File: config.mk
export PLATFORM = sky130hd
export DESIGN_NAME = dns_question_name_encoder
export DESIGN_NICKNAME = d
export VERILOG_FILES = /design/src/design/dqn_pkg.sv /design/src/design/dqn_ctrl.sv /design/src/design/dqn_datapath.sv /design/src/design/dns_question_name_encoder.sv
export SDC_FILE = /design/constraint.sdc
export NUM_CORES = 1
export LEC_CHECK = 0
export BUFFER_PORTS_ARGS = -buffer_cell sky130_fd_sc_hd__buf_2
export CAP_MARGIN = 0
export CORE_ASPECT_RATIO = 0.7
export CORE_MARGIN = 3
export CORE_UTILIZATION = 32
export CTS_BUF_LIST = sky130_fd_sc_hd__clkbuf_16
export DETAILED_ROUTE_END_ITERATION = 16
export GPL_ROUTABILITY_DRIVEN = 0
export PLACE_DENSITY = 0.55
export REMOVE_ABC_BUFFERS = 1
export SYNTH_ARGS = -nofsm -noshare
export SYNTH_HDL_FRONTEND = slang
export SYNTH_HIERARCHICAL = 1
export SYNTH_SLANG_ARGS = --single-unit
export TNS_END_PERCENT = 50
File: constraint.sdc
create_clock -name clock -period 3.2 [get_ports clock]
set_input_delay 0.32 -clock clock [delete_from_list [all_inputs] [get_ports clock]]
set_output_delay 0.32 -clock clock [all_outputs]
set_load 0.02 [all_outputs]
File: src/design/dqn_pkg.sv
`default_nettype none
// ----------------------------------------------------------------------------
// dqn_pkg
// Shared constants and control/status types for the DNS question encoder.
// ----------------------------------------------------------------------------
package dqn_pkg;

   localparam int MAX_LABEL     = 63;
   localparam int CHAR_W        = 8;
   localparam int LEN_W         = 6;
   localparam int BIDX_W        = 7;   // byte index within one flush, up to 68
   localparam int CFG_W         = 16;
   localparam int CSR_IDX_W     = 1;
   localparam int RSP_DATA_W    = 24;
   localparam int CNT_W         = 2;

   localparam logic [CHAR_W-1:0]    DOT_CHAR      = 8'h2E;
   localparam logic [CHAR_W-1:0]    END_CHAR      = 8'h00;
   localparam logic [CSR_IDX_W-1:0] CSR_QTYPE     = 1'b0;
   localparam logic [CSR_IDX_W-1:0] CSR_QCLASS    = 1'b1;
   localparam logic [CFG_W-1:0]     CFG_RESET_VAL = 16'h0001;
   localparam logic [BIDX_W-1:0]    TRAILER_BYTES = 7'd5;

   typedef struct packed {
      logic char_wr;       // store a label character
      logic flush_start;   // terminator accepted, latch label and clear counters
      logic issue;         // generate one byte pair, read label store
      logic out_load;      // move pair stage into output register
   } cmd_type;

   typedef struct packed {
      logic is_term;       // incoming word is a dot or the end byte
      logic issue_last;    // pair being issued is the last of this flush
   } sts_type;

endpackage
`default_nettype wire

File: src/design/dqn_ctrl.sv
`default_nettype none
// ----------------------------------------------------------------------------
// dqn_ctrl
// Controller: accept/flush state machine and valid tracking for the pair
// stage and the output register.
// ----------------------------------------------------------------------------
module dqn_ctrl (
   input  wire logic             clock,
   input  wire logic             reset,
   input  wire logic             req_tvalid,
   output logic                  req_tready,
   output logic                  rsp_tvalid,
   input  wire logic             rsp_tready,
   input  wire dqn_pkg::sts_type sts,
   output dqn_pkg::cmd_type      cmd
);

   localparam logic ST_IDLE  = 1'b0;
   localparam logic ST_FLUSH = 1'b1;

   logic state_ff, state_in;
   logic s1_valid_ff, s1_valid_in;
   logic out_valid_ff, out_valid_in;
   logic accept, out_free, s1_move, s1_free;

   always_comb begin
      req_tready = (state_ff == ST_IDLE);
      rsp_tvalid = out_valid_ff;
      accept     = req_tvalid && req_tready;
      out_free   = !out_valid_ff || rsp_tready;
      s1_move    = s1_valid_ff && out_free;
      s1_free    = !s1_valid_ff || out_free;

      cmd.char_wr     = accept && !sts.is_term;
      cmd.flush_start = accept && sts.is_term;
      cmd.issue       = (state_ff == ST_FLUSH) && s1_free;
      cmd.out_load    = s1_move;

      if (cmd.issue) begin
         s1_valid_in = 1'b1;
      end else if (s1_move) begin
         s1_valid_in = 1'b0;
      end else begin
         s1_valid_in = s1_valid_ff;
      end

      if (s1_move) begin
         out_valid_in = 1'b1;
      end else if (rsp_tready) begin
         out_valid_in = 1'b0;
      end else begin
         out_valid_in = out_valid_ff;
      end

      state_in = state_ff;
      case (state_ff)
         ST_IDLE: begin
            if (cmd.flush_start) state_in = ST_FLUSH;
         end
         ST_FLUSH: begin
            if (cmd.issue && sts.issue_last) state_in = ST_IDLE;
         end
         default: state_in = ST_IDLE;
      endcase
   end

   always_ff @(posedge clock) begin
      if (reset) begin
         state_ff     <= ST_IDLE;
         s1_valid_ff  <= 1'b0;
         out_valid_ff <= 1'b0;
      end else begin
         state_ff     <= state_in;
         s1_valid_ff  <= s1_valid_in;
         out_valid_ff <= out_valid_in;
      end
   end

`ifndef SYNTH
   a_last_issue_idle: assert property (@(posedge clock) disable iff (reset)
      cmd.issue && sts.issue_last |=> state_ff == ST_IDLE)
      else $error("flush did not end after last pair");
   a_flush_enter: assert property (@(posedge clock) disable iff (reset)
      cmd.flush_start |=> state_ff == ST_FLUSH)
      else $error("terminator did not start a flush");
   a_pair_held: assert property (@(posedge clock) disable iff (reset)
      s1_valid_ff && !out_free |=> s1_valid_ff)
      else $error("pair stage lost while output stalled");
   a_out_held: assert property (@(posedge clock) disable iff (reset)
      out_valid_ff && !rsp_tready |=> out_valid_ff)
      else $error("result dropped while stalled");
`endif

endmodule
`default_nettype wire

File: src/design/dqn_datapath.sv
`default_nettype none
// ----------------------------------------------------------------------------
// dqn_datapath
// Datapath: label store, label counters, query registers, byte pair
// generation and output register.
// ----------------------------------------------------------------------------
module dqn_datapath (
   input  wire logic                                clock,
   input  wire logic                                reset,
   input  wire logic [dqn_pkg::CHAR_W-1:0]          req_tdata,
   input  wire logic                                csr_we,
   input  wire logic [dqn_pkg::CSR_IDX_W-1:0]       csr_index,
   input  wire logic [dqn_pkg::CFG_W-1:0]           csr_wdata,
   input  wire dqn_pkg::cmd_type                    cmd,
   output dqn_pkg::sts_type                         sts,
   output logic [dqn_pkg::RSP_DATA_W-1:0]           rsp_tdata,
   output logic                                     rsp_tlast,
   output logic [0:0]                               rsp_tuser
);

   logic [dqn_pkg::CHAR_W-1:0] label_mem [0:dqn_pkg::MAX_LABEL-1];

   logic [dqn_pkg::LEN_W-1:0]  label_length_ff, stored_count_ff;
   logic [dqn_pkg::CFG_W-1:0]  qtype_ff, qclass_ff;
   logic [dqn_pkg::LEN_W-1:0]  flen_ff;
   logic                       fzero_ff;
   logic [dqn_pkg::BIDX_W-1:0] j_ff;

   logic                       s1_mem0_ff, s1_mem1_ff;
   logic [dqn_pkg::CHAR_W-1:0] s1_val0_ff, s1_val1_ff, s1_rd0_ff, s1_rd1_ff;
   logic                       s1_two_ff, s1_last_ff, s1_done_ff;

   logic [dqn_pkg::CHAR_W-1:0] out_first_ff, out_second_ff;
   logic [dqn_pkg::CNT_W-1:0]  out_count_ff;
   logic                       out_last_ff, out_done_ff;

   logic [dqn_pkg::BIDX_W-1:0] n_bytes, j1, flen_ext, a0, a1;
   logic                       two, mem0, mem1;
   logic [dqn_pkg::CHAR_W-1:0] val0, val1, pair0, pair1;

   function automatic logic [7:0] fixed_byte(input logic [6:0] j, input logic [5:0] flen,
                                             input logic [15:0] qt, input logic [15:0] qc);
      logic [6:0] t;
      logic [7:0] b;
      t = j - {1'b0, flen} - 7'd1;
      case (t)
         7'd1:    b = qt[15:8];
         7'd2:    b = qt[7:0];
         7'd3:    b = qc[15:8];
         7'd4:    b = qc[7:0];
         default: b = 8'h00;
      endcase
      if (j == 7'd0) b = {2'b00, flen};
      return b;
   endfunction

   always_comb begin
      flen_ext = {1'b0, flen_ff};
      n_bytes  = 7'd1 + flen_ext + (fzero_ff ? dqn_pkg::TRAILER_BYTES : 7'd0);
      j1       = j_ff + 7'd1;
      two      = j1 < n_bytes;
      sts.issue_last = (j_ff + 7'd2) >= n_bytes;
      sts.is_term    = (req_tdata == dqn_pkg::DOT_CHAR) || (req_tdata == dqn_pkg::END_CHAR);
      mem0     = (j_ff != 7'd0) && (j_ff <= flen_ext);
      mem1     = j1 <= flen_ext;
      val0     = fixed_byte(j_ff, flen_ff, qtype_ff, qclass_ff);
      val1     = fixed_byte(j1, flen_ff, qtype_ff, qclass_ff);
      a0       = j_ff - 7'd1;
      a1       = j_ff;
      pair0    = s1_mem0_ff ? s1_rd0_ff : s1_val0_ff;
      pair1    = s1_two_ff ? (s1_mem1_ff ? s1_rd1_ff : s1_val1_ff) : 8'h00;
      rsp_tdata    = {6'd0, out_count_ff, out_second_ff, out_first_ff};
      rsp_tlast    = out_last_ff;
      rsp_tuser[0] = out_done_ff;
   end

   // label store: one write port, two read ports with registered data
   always_ff @(posedge clock) begin
      if (cmd.char_wr && (stored_count_ff < dqn_pkg::LEN_W'(dqn_pkg::MAX_LABEL))) begin
         label_mem[stored_count_ff] <= req_tdata;
      end
      if (cmd.issue) begin
         s1_rd0_ff <= (a0 < 7'(dqn_pkg::MAX_LABEL)) ? label_mem[a0[dqn_pkg::LEN_W-1:0]] : 8'h00;
         s1_rd1_ff <= (a1 < 7'(dqn_pkg::MAX_LABEL)) ? label_mem[a1[dqn_pkg::LEN_W-1:0]] : 8'h00;
      end
   end

   always_ff @(posedge clock) begin
      if (reset) begin
         label_length_ff <= '0;
         stored_count_ff <= '0;
         qtype_ff        <= dqn_pkg::CFG_RESET_VAL;
         qclass_ff       <= dqn_pkg::CFG_RESET_VAL;
         flen_ff         <= '0;
         fzero_ff        <= 1'b0;
         j_ff            <= '0;
      end else begin
         if (csr_we && (csr_index == dqn_pkg::CSR_QTYPE))  qtype_ff  <= csr_wdata;
         if (csr_we && (csr_index == dqn_pkg::CSR_QCLASS)) qclass_ff <= csr_wdata;
         if (cmd.char_wr) begin
            label_length_ff <= label_length_ff + 6'd1;
            if (stored_count_ff < dqn_pkg::LEN_W'(dqn_pkg::MAX_LABEL)) begin
               stored_count_ff <= stored_count_ff + 6'd1;
            end
         end
         if (cmd.flush_start) begin
            flen_ff         <= label_length_ff;
            fzero_ff        <= (req_tdata == dqn_pkg::END_CHAR);
            j_ff            <= '0;
            label_length_ff <= '0;
            stored_count_ff <= '0;
         end
         if (cmd.issue) j_ff <= j_ff + 7'd2;
      end
   end

   always_ff @(posedge clock) begin
      if (cmd.issue) begin
         s1_mem0_ff <= mem0;
         s1_mem1_ff <= mem1;
         s1_val0_ff <= val0;
         s1_val1_ff <= val1;
         s1_two_ff  <= two;
         s1_last_ff <= sts.issue_last;
         s1_done_ff <= sts.issue_last && fzero_ff;
      end
      if (cmd.out_load) begin
         out_first_ff  <= pair0;
         out_second_ff <= pair1;
         out_count_ff  <= s1_two_ff ? 2'd2 : 2'd1;
         out_last_ff   <= s1_last_ff;
         out_done_ff   <= s1_done_ff;
      end
   end

`ifndef SYNTH
   a_len_sat: assert property (@(posedge clock) disable iff (reset)
      stored_count_ff <= dqn_pkg::LEN_W'(dqn_pkg::MAX_LABEL))
      else $error("stored count past label store depth");
   a_clear: assert property (@(posedge clock) disable iff (reset)
      cmd.flush_start |=> label_length_ff == '0 && stored_count_ff == '0 && j_ff == '0)
      else $error("label not cleared at terminator");
   a_done_last: assert property (@(posedge clock) disable iff (reset)
      cmd.issue && !sts.issue_last |=> !s1_last_ff && !s1_done_ff)
      else $error("early end marker");
`endif

endmodule
`default_nettype wire

File: src/design/dns_question_name_encoder.sv
`default_nettype none
// ----------------------------------------------------------------------------
// dns_question_name_encoder
// Encodes a dotted hostname into a DNS question section, two bytes a word.
// ----------------------------------------------------------------------------
// Label characters: one word per cycle while not flushing, no result.
// Dot or end byte: input held off until ceil(n/2) words are issued, n = 1 + label length
//   (+5 for the end byte); one result word per cycle from the pair generator while not stalled.
// First result passes the flush state, pair stage and output register after the terminator.
// Reset (synchronous): counters cleared, type and class back to 1;
//   the label store is not cleared and needs no clearing pass.
module dns_question_name_encoder (
   input  wire logic                                clock,
   input  wire logic                                reset,
   input  wire logic                                req_tvalid,
   output logic                                     req_tready,
   input  wire logic [dqn_pkg::CHAR_W-1:0]          req_tdata,   // [7:0] name_char
   output logic                                     rsp_tvalid,
   input  wire logic                                rsp_tready,
   // [7:0] first_byte, [15:8] second_byte, [17:16] byte_count, rest zero
   output logic [dqn_pkg::RSP_DATA_W-1:0]           rsp_tdata,
   output logic                                     rsp_tlast,   // run_last
   output logic [0:0]                               rsp_tuser,   // [0] question_done
   input  wire logic                                csr_we,
   input  wire logic [dqn_pkg::CSR_IDX_W-1:0]       csr_index,
   input  wire logic [dqn_pkg::CFG_W-1:0]           csr_wdata
);

   dqn_pkg::cmd_type cmd;
   dqn_pkg::sts_type sts;

   dqn_ctrl u_ctrl (
      .clock      (clock),
      .reset      (reset),
      .req_tvalid (req_tvalid),
      .req_tready (req_tready),
      .rsp_tvalid (rsp_tvalid),
      .rsp_tready (rsp_tready),
      .sts        (sts),
      .cmd        (cmd)
   );

   dqn_datapath u_datapath (
      .clock     (clock),
      .reset     (reset),
      .req_tdata (req_tdata),
      .csr_we    (csr_we),
      .csr_index (csr_index),
      .csr_wdata (csr_wdata),
      .cmd       (cmd),
      .sts       (sts),
      .rsp_tdata (rsp_tdata),
      .rsp_tlast (rsp_tlast),
      .rsp_tuser (rsp_tuser)
   );

endmodule
`default_nettype wire
==> run summary <==
Worst Max-Slew Pin Slew: 1.17 ns
HPWL after DPL: 39200 um
Final hold slack: 0.134 ns
Die W: 345 um
Synth Register Bits: 621
Die height: 243 um
Post-route ant nets: 0
Final setup fails: 0
Post-Route WL: 60900 um
Post-CTS Setup Bufs: 0
HP Class: input port to flip-flop
Worst skew pair latency: 0.61 ns
Setup TNS: 0 ns
Max-slew violation count: 0
RSZ-0062 raised after global routing: no
Die area: 0.0838 mm2
CTS Buffer Depth: 3
Max VDD drop: 0.418 mV
Top post-synthesis cells by area: edfxtp_1 (66%), mux4_2 (11%), dfxtp_1 (4.7%), ha_1 (1.7%), nor2_1 (1.7%)
Hold Violations, Final: 0
Static Leakage: 9.20 nW
DP Area: 0.0273 mm2
CTS resizes: 0
Fill cells: 7301
Setup Skew: 0.0236 ns
WS Path Type: flip-flop to flip-flop
Hold buffer count at cts: 17
Area grow syn2layout: 14.0%
Layout cells sized above 1: 0.219
Antenna violations before repair: 3
Io pins: 58
Synth Flop Type: edfxtp_1
Synth cell count leaders: edfxtp_1 (561), mux4_2 (128), nor2_1 (116), nand2_1 (104), dfxtp_1 (60)
Mapped Area: 0.0257 mm2
DR WL/cell: 22.5 um
Finished Cell Area: 0.0293 mm2
Initial core utilization: 0.325
Pwr dens: 541 mW/mm2
Reg clk slew, reported paths: 0.06 ns
CTS tree: done
GRT Util Overall: 0.145
Max-Cap Viols: 0
H-tree levels: 2
DR DRC count: 0
Num CTS Buffers: 56
Crit-path max FO: 10
Vias per inst: 5.13
Vias in the first global route: 13800
Rows: 86
CP Capture Type: flip-flop
Tcrit/Tclk final: 0.951
Core box area: 0.0791 mm2
Port buffer count: 51
Root Buffer: clkbuf_16
Sequential area share after synthesis: 0.702
Clk sinks: 621
Share of flip-flops with an asynchronous set or reset: 0
Peak Freq: 329 MHz
Post-synth top area cell: edfxtp_1
Yosys top cell area share: 0.656
Drt first pass iters: 5
Post-Synthesis Cells: 1517
Final nets: 1671
Synth warnings: 6
Slew Limit Headroom: 0.218
Data arrival, critical path: 3.38 ns
Startpoint types: flip-flop
Status: finished, final reports clean
Most frequent cell after synthesis: edfxtp_1
Worst endpoint required time: 3.54 ns
First-pass GRT wire length: 91800 um
Initial DRC Count: 1410
Tmin final: 3.04 ns
Post-synth cell types: 63
Post-synth EDFFs: 561
Remaining Overflow, GRT: 0
Routed vias: 13900
Pin count of the biggest net entering global routing: 74
Avg Cell Area, Syn: 16.9 um2
-- logic make-up (layout without fill, tap and decap cells) --
kind of cell / Yosys count / after routing / share of synthesized area
AND/OR/NAND/NOR: 337 / 337 / 0.0612
flip-flops: 621 / 621 / 0.702
other: 2 / 9 / 0.000292
multiplexers: 193 / 193 / 0.139
XOR/XNOR: 22 / 22 / 0.00779
adder cells (fa/ha/maj): 37 / 37 / 0.0186
buffers and inverters: 118 / 247 / 0.0208
AO/OA/AOI/OAI: 187 / 187 / 0.0499
-- path summary, 6_finish.rpt --
check                                        from                                    end  slack (ns)  cells past startpoint
setup / recovery    u_datapath/a1[1]$_SDFFE_PP0P_  u_datapath/s1_rd0_ff[0]$_SDFFCE_PP0P_        0.16                      8
hold / removal                              reset          u_datapath/a1[6]$_SDFFE_PP0P_        0.13                      2
setup reg to reg    u_datapath/a1[1]$_SDFFE_PP0P_  u_datapath/s1_rd0_ff[0]$_SDFFCE_PP0P_        0.16                      8
hold reg to reg   u_datapath/s1_done_ff$_DFFE_PP_         u_datapath/rsp_tuser$_DFFE_PP_        0.43                      0
-- power breakdown --
group	total, W	internal [W]	switching, W
registers	0.00889	0.00887	0.0000300
clock network	0.00656	0.00360	0.00296
logic	0.000379	0.000111	0.000268
total	0.0158	0.0126	0.00326
-- through the flow --
stage | util | power (W) | instances | setup slack [ns]
floorplan | - | 0.00920 | 1424 | -6.68
global placement | 0.346 | 0.00943 | 2585 | 0.168
detailed placement | 0.346 | 0.00944 | 2585 | 0.0967
CTS | 0.370 | 0.0160 | 2707 | 0.131
global route | 0.370 | 0.0164 | 2707 | 0.0454
finish | 0.370 | 0.0158 | 2709 | 0.157
-- routing by layer --
metal / global-route usage / share of wire / vias up
met3: 0.0325 / 0.080 / 68
met5: 0 / 0 / -
li1: - / - / 6191
met4: 0.0237 / 0.014 / 0
met1: 0.233 / 0.49 / 7140
met2: 0.202 / 0.42 / 492
-- registers in the layout, indices dropped and copies added, names as in the netlist, 8 cells and up --
name and cells:
u_datapath/label_mem 504, u_datapath/qclass_ff 16, u_datapath/qtype_ff 16, u_datapath/out_first_ff 8
u_datapath/out_second_ff 8, u_datapath/s1_rd0_ff 8, u_datapath/s1_rd1_ff 8, u_datapath/s1_val0_ff 8
u_datapath/s1_val1_ff 8
-- critical path, cell delays in order, from the launching register on --
cell,delay [ns]
dfxtp_4,0.40
inv_1,0.19
buf_4,0.18
ha_1,0.34
nor2b_1,0.18
nand4_1,0.12
a221oi_2,0.78
a22oi_1,0.29
o211ai_1,0.30
-- cells in the final DEF (no fill, tap or decap), types with 8 or more instances in the layout --
master	count
a221oi_1	16
nand4_1	14
nor2b_1	11
nand2b_1	10
a222oi_1	8
buf_2	51
nand2_1	104
dlygate4sd3_1	17
clkbuf_16	58
o22ai_1	9
mux4_2	128
dfxtp_1	58
nor2_1	116
a22oi_1	8
o31ai_1	10
a31oi_1	11
ha_1	34
xor2_1	8
a22o_1	16
nand3b_1	8
a21o_1	9
mux2_2	33
mux2i_1	32
a21oi_1	56
o211ai_1	12
inv_1	32
edfxtp_1	561
nor3_1	24
clkinv_2	9
xnor2_1	12
o21ai_0	16
buf_4	48
clkinv_1	13
-- final cells by class --
class                      instances  area (um2)  share of cell area
sequential                       621       18100               0.616
timing repair buffer             122         906              0.0309
antenna                            2        5.00            0.000171
clock inverter                    47         334              0.0114
clock buffer                      58        1450              0.0496
multi-input combinational        783        7140               0.244
inverter                          20        75.1             0.00256
tap                             1056        1320              0.0451
No activity file was read; power rests on OpenSTA's default activity.
